## src/sv/number_to_ascii_digits_defines.svh

```systemverilog
// ---------------------------------------------------------------------------
// number_to_ascii_digits assertion macros
// shared assertion wrappers for the binary to ascii converter
// ---------------------------------------------------------------------------
`ifndef NUMBER_TO_ASCII_DIGITS_DEFINES_SVH
`define NUMBER_TO_ASCII_DIGITS_DEFINES_SVH

`ifndef ASSERT_OFF
`define N2A_ASSERT(label, clk, rst, prop) \
  label: assert property (@(posedge clk) disable iff (rst) prop) \
    else $error("n2a assertion failed");
`define N2A_ASSERT_ALWAYS(label, clk, prop) \
  label: assert property (@(posedge clk) prop) \
    else $error("n2a assertion failed");
`else
`define N2A_ASSERT(label, clk, rst, prop)
`define N2A_ASSERT_ALWAYS(label, clk, prop)
`endif

`endif

```

## src/sv/n2a_pkg.sv

```systemverilog
// ---------------------------------------------------------------------------
// n2a_pkg
// types and constants shared by the binary to ascii converter
// ---------------------------------------------------------------------------
package n2a_pkg;

  localparam int unsigned BIN_W      = 32;
  localparam int unsigned NUM_DIGITS = 10;
  localparam int unsigned BCD_W      = NUM_DIGITS * 4;
  localparam int unsigned STEP_W     = $clog2(BIN_W);
  localparam int unsigned WIDTH_W    = 4;
  localparam int unsigned CHAR_W     = 7;

  localparam logic [CHAR_W-1:0] ASCII_ZERO = 7'h30;
  localparam logic [CHAR_W-1:0] ASCII_A    = 7'h41;
  localparam logic [3:0]        TEN        = 4'hA;

  typedef logic [NUM_DIGITS-1:0][3:0] digits_t;

  typedef struct packed {
    logic             start;
    logic [BIN_W-1:0] value;
  } dabble_ctrl_t;

  typedef struct packed {
    logic busy;
    logic done;
  } dabble_stat_t;

endpackage

```

## src/sv/number_to_ascii_digits.sv

```systemverilog
// ---------------------------------------------------------------------------
// number_to_ascii_digits
// converts a 32-bit value to zero-padded ascii decimal or hex digits
// ---------------------------------------------------------------------------
// decimal: CONV runs the 32-step shift-add-3 loop, then COUNT sets the first digit
// hex: nibbles taken directly, COUNT sets the first digit with no conversion
// then one digit per cycle while m_tready is high, up to MAX_WIDTH digits
// next input beat taken once the last digit beat has gone out
// rst is synchronous, active high, and returns the block to idle
`include "number_to_ascii_digits_defines.svh"

module number_to_ascii_digits #(
  parameter int unsigned MAX_WIDTH = 15
) (
  input  logic        clk,
  input  logic        rst,
  input  logic        s_tvalid,
  output logic        s_tready,
  input  logic [39:0] s_tdata,   // value[31:0], hex_mode[32], min_width[36:33], zero fill
  output logic        m_tvalid,
  input  logic        m_tready,
  output logic [7:0]  m_tdata,   // digit_char[6:0], zero fill
  output logic        m_tlast
);

  typedef enum logic [1:0] {IDLE, CONV, COUNT, EMIT} state_t;

  state_t                         state;
  n2a_pkg::digits_t               digits;
  n2a_pkg::digits_t               bcd;
  logic [n2a_pkg::WIDTH_W-1:0]    want;
  logic [n2a_pkg::WIDTH_W-1:0]    pos;
  logic [n2a_pkg::WIDTH_W-1:0]    count;
  logic [n2a_pkg::WIDTH_W-1:0]    total;
  logic [n2a_pkg::WIDTH_W-1:0]    in_width;
  n2a_pkg::dabble_ctrl_t          dctrl;
  n2a_pkg::dabble_stat_t          dstat;
  logic                           in_beat;
  logic                           out_beat;

  function automatic logic [n2a_pkg::CHAR_W-1:0] char_at(
    input logic [n2a_pkg::WIDTH_W-1:0] p,
    input logic [n2a_pkg::WIDTH_W-1:0] cnt,
    input n2a_pkg::digits_t            d
  );
    logic [3:0] nib;
    nib = 4'd0;
    for (int i = 0; i < n2a_pkg::NUM_DIGITS; i++) begin
      if (p == n2a_pkg::WIDTH_W'(i)) nib = d[i];
    end
    if (p >= cnt) begin
      return n2a_pkg::ASCII_ZERO;
    end else if (nib >= n2a_pkg::TEN) begin
      return n2a_pkg::ASCII_A + n2a_pkg::CHAR_W'(nib - n2a_pkg::TEN);
    end else begin
      return n2a_pkg::ASCII_ZERO + n2a_pkg::CHAR_W'(nib);
    end
  endfunction

  assign in_beat  = s_tvalid && s_tready;
  assign out_beat = m_tvalid && m_tready;
  assign s_tready = (state == IDLE);

  assign in_width = s_tdata[36:33];

  assign dctrl.start = in_beat && !s_tdata[32];
  assign dctrl.value = s_tdata[31:0];

  n2a_dabble u_dabble (
    .clk  (clk),
    .rst  (rst),
    .ctrl (dctrl),
    .stat (dstat),
    .bcd  (bcd)
  );

  // digit count: position of the highest nonzero digit, at least one
  always_comb begin
    count = n2a_pkg::WIDTH_W'(1);
    for (int i = 1; i < n2a_pkg::NUM_DIGITS; i++) begin
      if (digits[i] != 4'd0) count = n2a_pkg::WIDTH_W'(i + 1);
    end
    total = (want > count) ? want : count;
  end

  always_ff @(posedge clk) begin
    if (rst) begin
      state    <= IDLE;
      m_tvalid <= 1'b0;
    end else begin
      case (state)
        IDLE: begin
          if (in_beat) begin
            state <= s_tdata[32] ? COUNT : CONV;
          end
        end
        CONV: begin
          if (dstat.done) state <= COUNT;
        end
        COUNT: begin
          state    <= EMIT;
          m_tvalid <= 1'b1;
        end
        EMIT: begin
          if (out_beat && m_tlast) begin
            state    <= IDLE;
            m_tvalid <= 1'b0;
          end
        end
        default: begin
          state    <= IDLE;
          m_tvalid <= 1'b0;
        end
      endcase
    end
  end

  always_ff @(posedge clk) begin
    if (in_beat) begin
      want   <= (in_width > n2a_pkg::WIDTH_W'(MAX_WIDTH)) ?
                n2a_pkg::WIDTH_W'(MAX_WIDTH) : in_width;
      digits <= {8'd0, s_tdata[31:0]};
    end else if (state == CONV && dstat.done) begin
      digits <= bcd;
    end
    if (state == COUNT) begin
      pos     <= total - 1'b1;
      m_tdata <= {1'b0, char_at(total - 1'b1, count, digits)};
      m_tlast <= (total == n2a_pkg::WIDTH_W'(1));
    end else if (state == EMIT && out_beat && !m_tlast) begin
      pos     <= pos - 1'b1;
      m_tdata <= {1'b0, char_at(pos - 1'b1, count, digits)};
      m_tlast <= (pos == n2a_pkg::WIDTH_W'(1));
    end
  end

  `N2A_ASSERT(a_in_blocks, clk, rst, in_beat |=> !s_tready)
  `N2A_ASSERT(a_last_frees, clk, rst, out_beat && m_tlast |=> s_tready)
  `N2A_ASSERT(a_no_overlap, clk, rst, m_tvalid |-> !s_tready)
  `N2A_ASSERT(a_char_range, clk, rst,
    m_tvalid |-> (m_tdata >= 8'h30 && m_tdata <= 8'h46))

endmodule

```

## src/sv/n2a_dabble.sv

```systemverilog
// ---------------------------------------------------------------------------
// n2a_dabble
// iterative shift-and-add-3 binary to bcd converter, one bit per cycle
// ---------------------------------------------------------------------------
`include "number_to_ascii_digits_defines.svh"

module n2a_dabble (
  input  logic                  clk,
  input  logic                  rst,
  input  n2a_pkg::dabble_ctrl_t ctrl,
  output n2a_pkg::dabble_stat_t stat,
  output n2a_pkg::digits_t      bcd
);

  logic [n2a_pkg::BIN_W-1:0]  bin;
  logic [n2a_pkg::STEP_W-1:0] step;
  logic                       busy;
  logic                       done;
  n2a_pkg::digits_t           adj;

  // add 3 to every nibble at 5 or above before the shift
  always_comb begin
    for (int i = 0; i < n2a_pkg::NUM_DIGITS; i++) begin
      adj[i] = (bcd[i] >= 4'd5) ? bcd[i] + 4'd3 : bcd[i];
    end
  end

  always_ff @(posedge clk) begin
    if (rst) begin
      busy <= 1'b0;
      done <= 1'b0;
      step <= '0;
    end else begin
      done <= 1'b0;
      if (ctrl.start && !busy) begin
        busy <= 1'b1;
        step <= '0;
      end else if (busy) begin
        step <= step + 1'b1;
        if (step == n2a_pkg::STEP_W'(n2a_pkg::BIN_W - 1)) begin
          busy <= 1'b0;
          done <= 1'b1;
        end
      end
    end
  end

  always_ff @(posedge clk) begin
    if (ctrl.start && !busy) begin
      bin <= ctrl.value;
      bcd <= '0;
    end else if (busy) begin
      {bcd, bin} <= {adj[n2a_pkg::NUM_DIGITS-1:0], bin} << 1;
    end
  end

  assign stat.busy = busy;
  assign stat.done = done;

  `N2A_ASSERT(a_start_busy, clk, rst, ctrl.start && !busy |=> busy)
  `N2A_ASSERT(a_done_idle, clk, rst, done |-> !busy)
  `N2A_ASSERT(a_done_pulse, clk, rst, done |=> !done)

endmodule

```

## config.mk

```make
export PLATFORM = sky130hd
export DESIGN_NAME = number_to_ascii_digits
export DESIGN_NICKNAME = d
export VERILOG_FILES = /design/src/sv/n2a_pkg.sv /design/src/sv/number_to_ascii_digits.sv /design/src/sv/n2a_dabble.sv
export VERILOG_INCLUDE_DIRS = /design/src /design/src/sv
export SDC_FILE = /design/constraint.sdc
export NUM_CORES = 1
export LEC_CHECK = 0
export BUFFER_PORTS_ARGS = -buffer_cell sky130_fd_sc_hd__clkbuf_2
export CAP_MARGIN = 15
export CORE_UTILIZATION = 65
export CTS_CLUSTER_DIAMETER = 120
export CTS_CLUSTER_SIZE = 12
export DETAILED_ROUTE_END_ITERATION = 10
export GPL_ROUTABILITY_DRIVEN = 0
export PLACE_DENSITY_LB_ADDON = 0.3
export SLEW_MARGIN = 20
export SYNTH_ARGS = -nofsm -noshare
export SYNTH_HDL_FRONTEND = slang
export SYNTH_SLANG_ARGS = --single-unit
```

## constraint.sdc

```tcl
create_clock -name clk -period 12.44 [get_ports clk]
set_input_delay 0 -clock clk [delete_from_list [all_inputs] [get_ports clk]]
set_output_delay 0 -clock clk [all_outputs]
set_load 0.01 [all_outputs]
```

==> results of run 1 <==
[synth_stat cells (3+ instances only)]
| library cell | n | area, um2 |
|---|---|---|
| nand2_1 | 156 | 586 |
| o21ai_0 | 96 | 480 |
| edfxtp_1 | 80 | 2400 |
| dfxtp_1 | 58 | 1160 |
| ha_1 | 57 | 713 |
| a21oi_1 | 51 | 255 |
| inv_1 | 51 | 191 |
| clkbuf_1 | 44 | 165 |
| nor2_1 | 43 | 161 |
| mux2_2 | 35 | 394 |
| nand3_1 | 34 | 170 |
| nor3_1 | 18 | 90.1 |
| xnor2_1 | 18 | 158 |
| nand2b_1 | 15 | 93.8 |
| xor2_1 | 13 | 114 |
| a22o_1 | 10 | 87.6 |
| mux2i_1 | 9 | 90.1 |
| nor4_1 | 9 | 56.3 |
| a21o_1 | 7 | 52.6 |
| a22oi_1 | 7 | 52.6 |
| nand4_1 | 7 | 43.8 |
| nor2b_1 | 7 | 43.8 |
| o221ai_1 | 7 | 61.3 |
| o31ai_1 | 6 | 45.0 |
| a211oi_1 | 5 | 37.5 |
| and3_1 | 5 | 31.3 |
| and3b_1 | 5 | 43.8 |
| o211ai_1 | 5 | 37.5 |
| a211o_1 | 4 | 35.0 |
| a221oi_1 | 4 | 35.0 |
| o22ai_1 | 4 | 25.0 |
| or4_1 | 4 | 30.0 |
| a221o_1 | 3 | 30.0 |
| a311oi_1 | 3 | 26.3 |
| a31oi_1 | 3 | 18.8 |
| and2_1 | 3 | 18.8 |
| and4_1 | 3 | 26.3 |
| o21ai_1 | 3 | 15.0 |
[report_power, final]
part           switching (uW)  total (uW)  internal [uW]  leakage (uW)
Combinational             806        1300            492       0.00235
Sequential               94.0         733            639       0.00123
Clock                     217         516            299      0.000281
[worst max-delay path, stage by stage, from the launching register on]
cell	delay (ps)
edfxtp_1	440
or4_1	540
a211oi_1	410
o21ai_1	310
ha_1	370
nor2b_1	150
o211ai_1	200
a21boi_1	270
o31ai_4	640
inv_4	140
ha_1	470
nor2b_1	440
a22oi_1	120
o21ai_0	260
nand3_1	110
a2111oi_1	590
or2_4	270
inv_1	90
ha_1	180
inv_1	50
ha_1	230
a21oi_1	120
nor2_1	230
a32oi_1	140
[stage by stage]
stage | util | instances
after CTS | 0.778 | 1199
final | 0.778 | 1199
after global placement | 0.701 | 1128
after floorplan | - | 946
after detailed placement | 0.701 | 1128
after global routing | 0.778 | 1199
[sequential cells by signal, summed over array words and instances (netlist names)]
register,count
digits,40
u_dabble.bcd,40
u_dabble.bin,32
m_tdata,7
u_dabble.step,5
pos,4
want,4
state,2
m_tlast,1
m_tvalid,1
u_dabble.busy,1
u_dabble.done,1
[cells by family (layout without fill, tap and decap cells)]
kind of cell    count (synthesis)  after routing
mux                            46             46
flops                         138            138
compound gates                245            245
xor+xnor                       31             31
other cells                     1              1
buf+inv                       103            184
simple gates                  325            325
fa+ha+maj                      57             57
[layout make-up]
| type | instances | area (um2) |
|---|---|---|
| clock buffer | 17 | 425 |
| clock inverter | 15 | 166 |
| fill | 847 | 2820 |
| inverter | 55 | 211 |
| multi-input combinational | 705 | 4620 |
| sequential | 138 | 3560 |
| tap | 172 | 215 |
| timing repair buffer | 97 | 701 |
[how the worst max path moves through the flow]
stage,to,slack (ps),cells after the start
CTS,m_tdata[0]$_DFFE_PP_,5680,23
floorplan,m_tdata[6]$_DFFE_PP_,6730,25
finish,m_tdata[5]$_DFFE_PP_,5380,23
global route,m_tdata[1]$_DFFE_PP_,4960,23
detailed placement,m_tdata[6]$_DFFE_PP_,5730,23
global placement,m_tdata[0]$_DFFE_PP_,5870,23
[routing by layer]
| layer | vias to the layer above | part of all wire |
|---|---|---|
| met4 | 0 | 0.040 |
| met5 | - | 0 |
| met3 | 106 | 0.081 |
| li1 | 3554 | - |
| met1 | 3543 | 0.41 |
| met2 | 400 | 0.47 |
[repair_timing]
item / in CTS / in global routing
setup endpoints to repair: 0 / 0
hold buffers: 39 / 0
buffers inserted: 0 / 0
hold endpoints to repair: 79 / 0
==> metrics, run 1 <==
status complete, no violations; CP Launch Type flop; WS Path Type flop to flop; sequential area share after synthesis 0.416; Worst Clk Skew 13.2 ps; GRT Total Usage 0.344; Max IR drop VDD 0.124 mV; crit end category flop; commonest cells after routing, fill and taps aside nand2_1, o21ai_0, edfxtp_1; CP max FO 16; Num Clock Sinks 138; antenna violations before repair 0; Distinct cells, synth 82; Layout area overhead 15.5%; pwr/cell area 257 nW/um2; syn avg cell area 9.06 um2; Num CTS Buffers 17; Vias 7603; Max-Cap Viols 0; first-pass GRT wire length 36.0 mm; Reg-to-Reg Start digits[16]$_DFFE_PP_; die span in x 117 um; critical path required time 12590 ps; Primary FF master, synth edfxtp_1; dpl hpwl 14.1 mm; Power Total 2550 uW; Port Buf Inserts 50; Post-Route WL 22.2 mm; gr busiest metal met2; Die Ht 117 um; Pre-antenna DRT Iters 7; post-placement worst setup slack 5730 ps; I/O Pins 55; Worst-path clk slew 60 ps; hold path start s_tvalid; Post-Synth Adder-Cell Area 0.0832; worst setup margin 5380 ps; Worst-Margin Slew 943 ps; complex-gate fraction of the synthesized area 0.184; vias in the first global route 7273; Remaining DRCs 0; Site Rows 41; Hold Path Sink state[1]$_SDFFE_PP0P_; largest family of logic cells by synthesized area compound AO/OA/AOI/OAI gates; RSZ-0062 raised after global routing false; crit path DAT 7220 ps; Slew HR 0.354; clock tree from TritonCTS done; XOR/XNOR share of the synthesized area 0.0317; Reg2Reg Depth 23; DR vias/cell 6.34; Fin Hold WS 71.1 ps; Tcrit/Tclk final 0.568; Worst Hold Depth 5; YS warnings 0; met1 usage 0.439; simple-gate portion of the synthesized area 0.179; Post-Place Cell Area 8920 um2; clk_lat worst skew 440 ps; Avg WL per Cell 18.5 um; Critical Path Source digits[16]$_DFFE_PP_; fmax 0.142 GHz; EDFF count, synth 80; Antenna diodes 0; Synth Register Bits 138; Final ANT Viol Nets 0; # nets final 1115; Tightest Hold Check Type input pin to flop; synthesized instance count 946; met3 usage 0.0788; Netlist Area Pre-Place 8570 um2; Syn Nets 1047; Starting Density 0.674; cell leakage power 0.00386 uW; layout cells sized above 1 0.145; initial drt markers 887; endpoints failing hold 0; met2 Use GR 0.555; Final min period 7060 ps; Final Cell Area 9900 um2; Congestion Overflow GR 0; DIE AREA 13700 um2; final slew viol count 0; asr flop ratio synth 0; mux contribution to synthesized area 0.0598; CTS root buf clkbuf_16; post-cts resize count 0; Final Setup Violations 0; Setup TNS 0 ps; Max Root-Sink Buffers 2; # H-tree levels 4; largest net degree at the start of global routing 59; FF-to-FF setup slack 5380 ps; total core area 12700 um2; r2r endpoint m_tdata[5]$_DFFE_PP_; commonest non-fill, non-tap cell in the layout nand2_1
Power figures use the tool's default switching activity.
==> inputs of run 2 (changes only) <==
--- a/config.mk
+++ b/config.mk
@@ -8,7 +8,7 @@
 export LEC_CHECK = 0
 export BUFFER_PORTS_ARGS = -buffer_cell sky130_fd_sc_hd__clkbuf_2
 export CAP_MARGIN = 15
-export CORE_UTILIZATION = 65
+export CORE_UTILIZATION = 62
 export CTS_CLUSTER_DIAMETER = 120
 export CTS_CLUSTER_SIZE = 12
 export DETAILED_ROUTE_END_ITERATION = 10
==> constraint.sdc (replaced) <==
create_clock -name clk -period 7.3 [get_ports clk]
set_input_delay 0 -clock clk [delete_from_list [all_inputs] [get_ports clk]]
set_output_delay 0 -clock clk [all_outputs]
set_load 0.01 [all_outputs]
==> run 2 against run 1 <==
Maximum frequency is 6.3% higher. Sequential cell count stayed put. Final area is 0.75% higher. Power is 72% higher. Worst hold slack worse by 11 ps. Non-clock buffer count is 4 higher. Critical path depth stayed put. Largest power group unchanged.
==> metrics, run 2 (synthesis gave the netlist of run 1 again) <==
status complete, no violations; initial drt markers 611; clock tree from TritonCTS done; Num Clock Sinks 138; CTS root buf clkbuf_16; Hold Buf Count CTS 39; Fillers 976; commonest cells after routing, fill and taps aside nand2_1, o21ai_0, edfxtp_1; pwr/cell area 440 nW/um2; Setup TNS 0 ps; crit end category flop; Worst Clk Skew 7.66 ps; die span in x 120 um; Max Root-Sink Buffers 2; Num CTS Buffers 17; I/O Pins 55; Worst-path clk slew 60 ps; Tcrit/Tclk final 0.910; Worst Hold Depth 5; total core area 13300 um2; CP max FO 18; cell leakage power 0.00390 uW; fmax 0.150 GHz; Final ANT Viol Nets 0; vias in the first global route 7012; Antenna diodes 0; first-pass GRT wire length 34.4 mm; clk_lat worst skew 430 ps; Site Rows 42; Power Total 4390 uW; crit path capture m_tdata[6]$_DFFE_PP_; post-cts resize count 0; Post-Route WL 21.1 mm; post-CTS setup buffers 0; Reg2Reg Depth 23; # nets final 1119; critical path required time 7490 ps; Critical Path Source digits[23]$_DFFE_PP_; Vias 7402; Layout area overhead 16.4%; Avg WL per Cell 17.5 um; commonest non-fill, non-tap cell in the layout nand2_1; largest net degree at the start of global routing 59; Worst-Margin Slew 985 ps; Final Setup Violations 0; Die Ht 120 um; layout cells sized above 1 0.145; clock network power share 0.212; WS Path Type flop to flop; RSZ-0062 raised after global routing false; Congestion Overflow GR 0; Pre-antenna DRT Iters 6; Starting Density 0.642; GRT Total Usage 0.308; Tightest Hold Check Type input pin to flop; register share of total power 0.282; dpl hpwl 14.0 mm; Port Buf Inserts 50; Switching Share 0.422; FF-to-FF setup slack 650 ps; P_sw 1850 uW; crit path DAT 6840 ps; Pint 2530 uW; # H-tree levels 4; Final min period 6650 ps; Max-Cap Viols 0; final slew viol count 0; r2r endpoint m_tdata[6]$_DFFE_PP_; endpoints failing hold 0; DIE AREA 14300 um2; Slew HR 0.324; DR vias/cell 6.13; CP Launch Type flop; antenna violations before repair 0; Remaining DRCs 0; Max IR drop VDD 0.270 mV; combinational share of power 0.505; Regs by FF count digits (40), u_dabble.bcd (40), u_dabble.bin (32); Reg-to-Reg Start digits[23]$_DFFE_PP_
[run 2: cell count changes in the layout (fill, tap and decap cells not counted)]
cell / delta
clkbuf_8: +2
clkinv_1: -1
clkbuf_1: +4
clkinv_2: -1
inv_8: -2
clkinvlp_4: -2
inv_6: -1
bufinv_16: +2
buf_4: +4
clkinv_4: -1
[run 2: worst min-delay path by stage]
stage                       endpoint   startpoint  slack [ps]
2_1_floorplan      want[0]$_DFFE_PP_  s_tdata[33]         100
3_3_place_gp       want[1]$_DFFE_PP_  s_tdata[34]         180
3_5_place_dp       want[1]$_DFFE_PP_  s_tdata[34]         180
4_1_cts        state[1]$_SDFFE_PP0P_     s_tvalid          50
5_1_grt        state[1]$_SDFFE_PP0P_     s_tvalid          80
6_report       state[1]$_SDFFE_PP0P_     s_tvalid          60
[run 2: routing by layer]
layer | share of wire | vias to the layer above | GRT usage | routed length, um
met5 | 0 | - | 0 | 0
met4 | 0.030 | 0 | 0.140 | 635
met3 | 0.076 | 64 | 0.0703 | 1600
met2 | 0.47 | 318 | 0.495 | 9850
met1 | 0.43 | 3456 | 0.397 | 9060
li1 | - | 3564 | - | -
[run 2: power by group through the flow]
stage                     Sequential, uW  Combinational (uW)  Clock (uW)
after CTS                           1230                2170         936
after global routing                1260                2460         964
final                               1240                2220         932
after detailed placement            1250                2120           0
after global placement              1240                2090           0
after floorplan                     1200                1650           0
[run 2: final cells by class]
class | count | area (um2) | area share
well taps | 176 | 220 | 0.0221
repair buffers | 101 | 731 | 0.0733
clock buffers | 23 | 468 | 0.0469
flip-flops and latches | 138 | 3560 | 0.357
clock inverters | 9 | 163 | 0.0163
multi-input cells | 705 | 4620 | 0.463
inverters | 55 | 211 | 0.0212
[run 2: metrics by stage]
| stage | instances | hold WS, ps | utilization | cell area (um2) | worst slack [ps] |
|---|---|---|---|---|---|
| CTS | 1207 | 47.3 | 0.747 | 9970 | 782 |
| global route | 1207 | 81.6 | 0.747 | 9970 | 349 |
| detailed placement | 1136 | 182 | 0.671 | 8950 | 824 |
| finish | 1207 | 60.4 | 0.747 | 9970 | 653 |
| floorplan | 946 | 98.9 | - | 8570 | 1590 |
| global placement | 1136 | 178 | 0.671 | 8950 | 930 |
[run 2: critical path, stage by stage (launching register included)]
cell	delay, ps
edfxtp_1	480
nor4_1	580
nand3_1	150
o21ai_1	440
ha_1	340
nor2b_1	150
o211a_1	230
o21ai_2	360
mux2_4	400
clkinv_1	170
ha_1	590
nor3b_1	460
nor2b_1	190
a311oi_1	60
nor3_1	220
nor3_1	100
o31a_4	350
clkinv_2	80
ha_1	140
inv_1	40
ha_1	230
a21oi_1	270
nor2_1	130
a32o_1	250
==> inputs of run 3 (changes only) <==
--- a/config.mk
+++ b/config.mk
@@ -7,13 +7,14 @@
 export NUM_CORES = 1
 export LEC_CHECK = 0
 export BUFFER_PORTS_ARGS = -buffer_cell sky130_fd_sc_hd__clkbuf_2
-export CAP_MARGIN = 15
+export CAP_MARGIN = 25
 export CORE_UTILIZATION = 62
 export CTS_CLUSTER_DIAMETER = 120
 export CTS_CLUSTER_SIZE = 12
 export DETAILED_ROUTE_END_ITERATION = 10
 export GPL_ROUTABILITY_DRIVEN = 0
 export PLACE_DENSITY_LB_ADDON = 0.3
+export RECOVER_POWER = 100
 export SLEW_MARGIN = 20
 export SYNTH_ARGS = -nofsm -noshare
 export SYNTH_HDL_FRONTEND = slang
==> run 3 against run 2 <==
Maximum frequency decreased by 0.49%. Final cell count stayed put. Final area is 0.55% lower. Clock skew about the same. Critical endpoint unchanged. Register-to-register slack got worse by 30 ps. Sequential cell count unchanged. Worst hold slack got worse by 2.9 ps. First-iteration DRC count decreased by 11%. The flow now finishes with violations (capacitance limit, slew limit). Worst setup slack got worse by 33 ps. Largest power group unchanged. Largest cell class unchanged.
==> metrics, run 3 (synthesis gave the netlist of run 1 again) <==
total core area 13300 um2; Die Ht 120 um; first-pass GRT wire length 34.4 mm; Sequential Area 3560 um2; Worst Hold Depth 5; die span in x 120 um; commonest non-fill, non-tap cell in the layout nand2_1; # nets final 1119; pwr/cell area 441 nW/um2; CTS root buf clkbuf_16; r2r endpoint m_tdata[6]$_DFFE_PP_; Port Buf Inserts 50; dpl hpwl 14.0 mm; Worst Clk Skew 7.69 ps; Remaining DRCs 0; Layout area overhead 15.7%; layout cells sized above 1 0.119; # H-tree levels 4; Slew HR -0.698; commonest cells after routing, fill and taps aside nand2_1, o21ai_0, edfxtp_1; clk_lat worst skew 430 ps; Final ANT Viol Nets 0; Final Setup Violations 0; critical path required time 7490 ps; Fin Hold WS 57.5 ps; Starting Density 0.642; Placed Cells 1136; initial drt markers 546; post-CTS setup buffers 0; endpoints failing hold 0; Top cell by count, worst path ha_1; CP max FO 21; Reg2Reg Depth 24; Tcrit/Tclk final 0.915; Post-Route WL 21.3 mm; FF-to-FF setup slack 620 ps; CP Launch Type flop; Reg-to-Reg Start digits[31]$_DFFE_PP_; largest net degree at the start of global routing 59; RSZ-0062 raised after global routing false; Worst-path clk slew 60 ps; cell leakage power 0.00384 uW; fmax 0.150 GHz; Final min period 6680 ps; clock tree from TritonCTS done; Antenna diodes 0; Pre-antenna DRT Iters 5; Num Clock Sinks 138; post-cts resize count 0; Vias 7421; final slew viol count 219; Max Root-Sink Buffers 2; hold path start s_tvalid; crit-path cells or4_4 > or3_4 > clkinv_2 > and2_0 > inv_1 > ha_1 > nand4_1 > a21boi_0 > o31ai_4 > inv_4 > ha_1 > buf_4 > nor2_1 > nand4_1 > a31oi_2 > a2111oi_1 > or2_4 > inv_1 > ha_1 > inv_1 > ha_1 > a21oi_1 > nor2_1 > a32o_1; Regs by FF count digits (40), u_dabble.bcd (40), u_dabble.bin (32); Fillers 992; Num CTS Buffers 17; DIE AREA 14300 um2; Hold Path Sink state[1]$_SDFFE_PP0P_; CP peak stage delay 600 ps; GRT Total Usage 0.308; Tightest Hold Check Type input pin to flop; slowest CP cell o31ai_4; Worst-Margin Slew 2550 ps; Hold Buf Count CTS 39; I/O Pins 55; DR vias/cell 6.15; area occupied by multi-input gates 4600 um2; failing checks capacitance limit, slew limit; Congestion Overflow GR 0; Max-Cap Viols 5; crit path DAT 6870 ps; vias in the first global route 7012; Setup TNS 0 ps; status finished, violations left; crit end category flop; WS Path Type flop to flop; Avg WL per Cell 17.6 um; antenna violations before repair 0; Non-Filler Instances 1207; Max IR drop VDD 0.270 mV; Site Rows 42; Critical Path Source digits[31]$_DFFE_PP_
-- run 3: changes by cell type in the layout (fill, tap and decap cells not counted), sizes merged --
cell    previous run  this run
buf               12         5
clkbuf            73        80
-- run 3: cell type report --
cell class	count	area share
multi-input cells	705	0.464
flip-flops and latches	138	0.359
repair buffers	101	0.0698
clock buffers	23	0.0472
well taps	176	0.0222
inverters	55	0.0213
clock inverters	9	0.0164
-- run 3: routing by layer --
metal / wire (um) / vias up / part of all wire / GRT usage
met3: 1520 / 67 / 0.071 / 0.0703
li1: - / 3566 / - / -
met2: 9900 / 307 / 0.47 / 0.495
met4: 666 / 0 / 0.031 / 0.140
met5: 0 / - / 0 / 0
met1: 9190 / 3481 / 0.43 / 0.397
-- run 3: worst max-delay path: cells and delay by family, from the launching register on --
kind | cells | cell delay (ps)
buf+inv | 6 | 780
simple gates | 8 | 2050
flops | 1 | 490
compound gates | 6 | 1920
fa+ha+maj | 4 | 1200
-- run 3: worst max-delay path by stage --
stage | endpoint | slack (ps) | cells past startpoint
4_1_cts | m_tdata[6]$_DFFE_PP_ | 780 | 23
5_1_grt | m_tdata[6]$_DFFE_PP_ | 180 | 24
6_report | m_tdata[6]$_DFFE_PP_ | 620 | 24
3_5_place_dp | m_tdata[6]$_DFFE_PP_ | 820 | 23
3_3_place_gp | m_tdata[6]$_DFFE_PP_ | 930 | 23
2_1_floorplan | m_tdata[6]$_DFFE_PP_ | 1590 | 25
-- run 3: per-stage QoR --
stage	total power, uW	util	area (um2)	setup slack [ps]
final	4380	0.743	9920	621
after global routing	4660	0.743	9920	184
after CTS	4340	0.747	9970	782
after detailed placement	3370	0.671	8950	824
after global placement	3330	0.671	8950	930
after floorplan	2850	-	8570	1590
-- run 3: where the power goes --
group	switching, uW	internal [uW]	leakage, uW
combinational	1360	836	0.00230
clock	340	593	0.000302
sequential	150	1090	0.00123
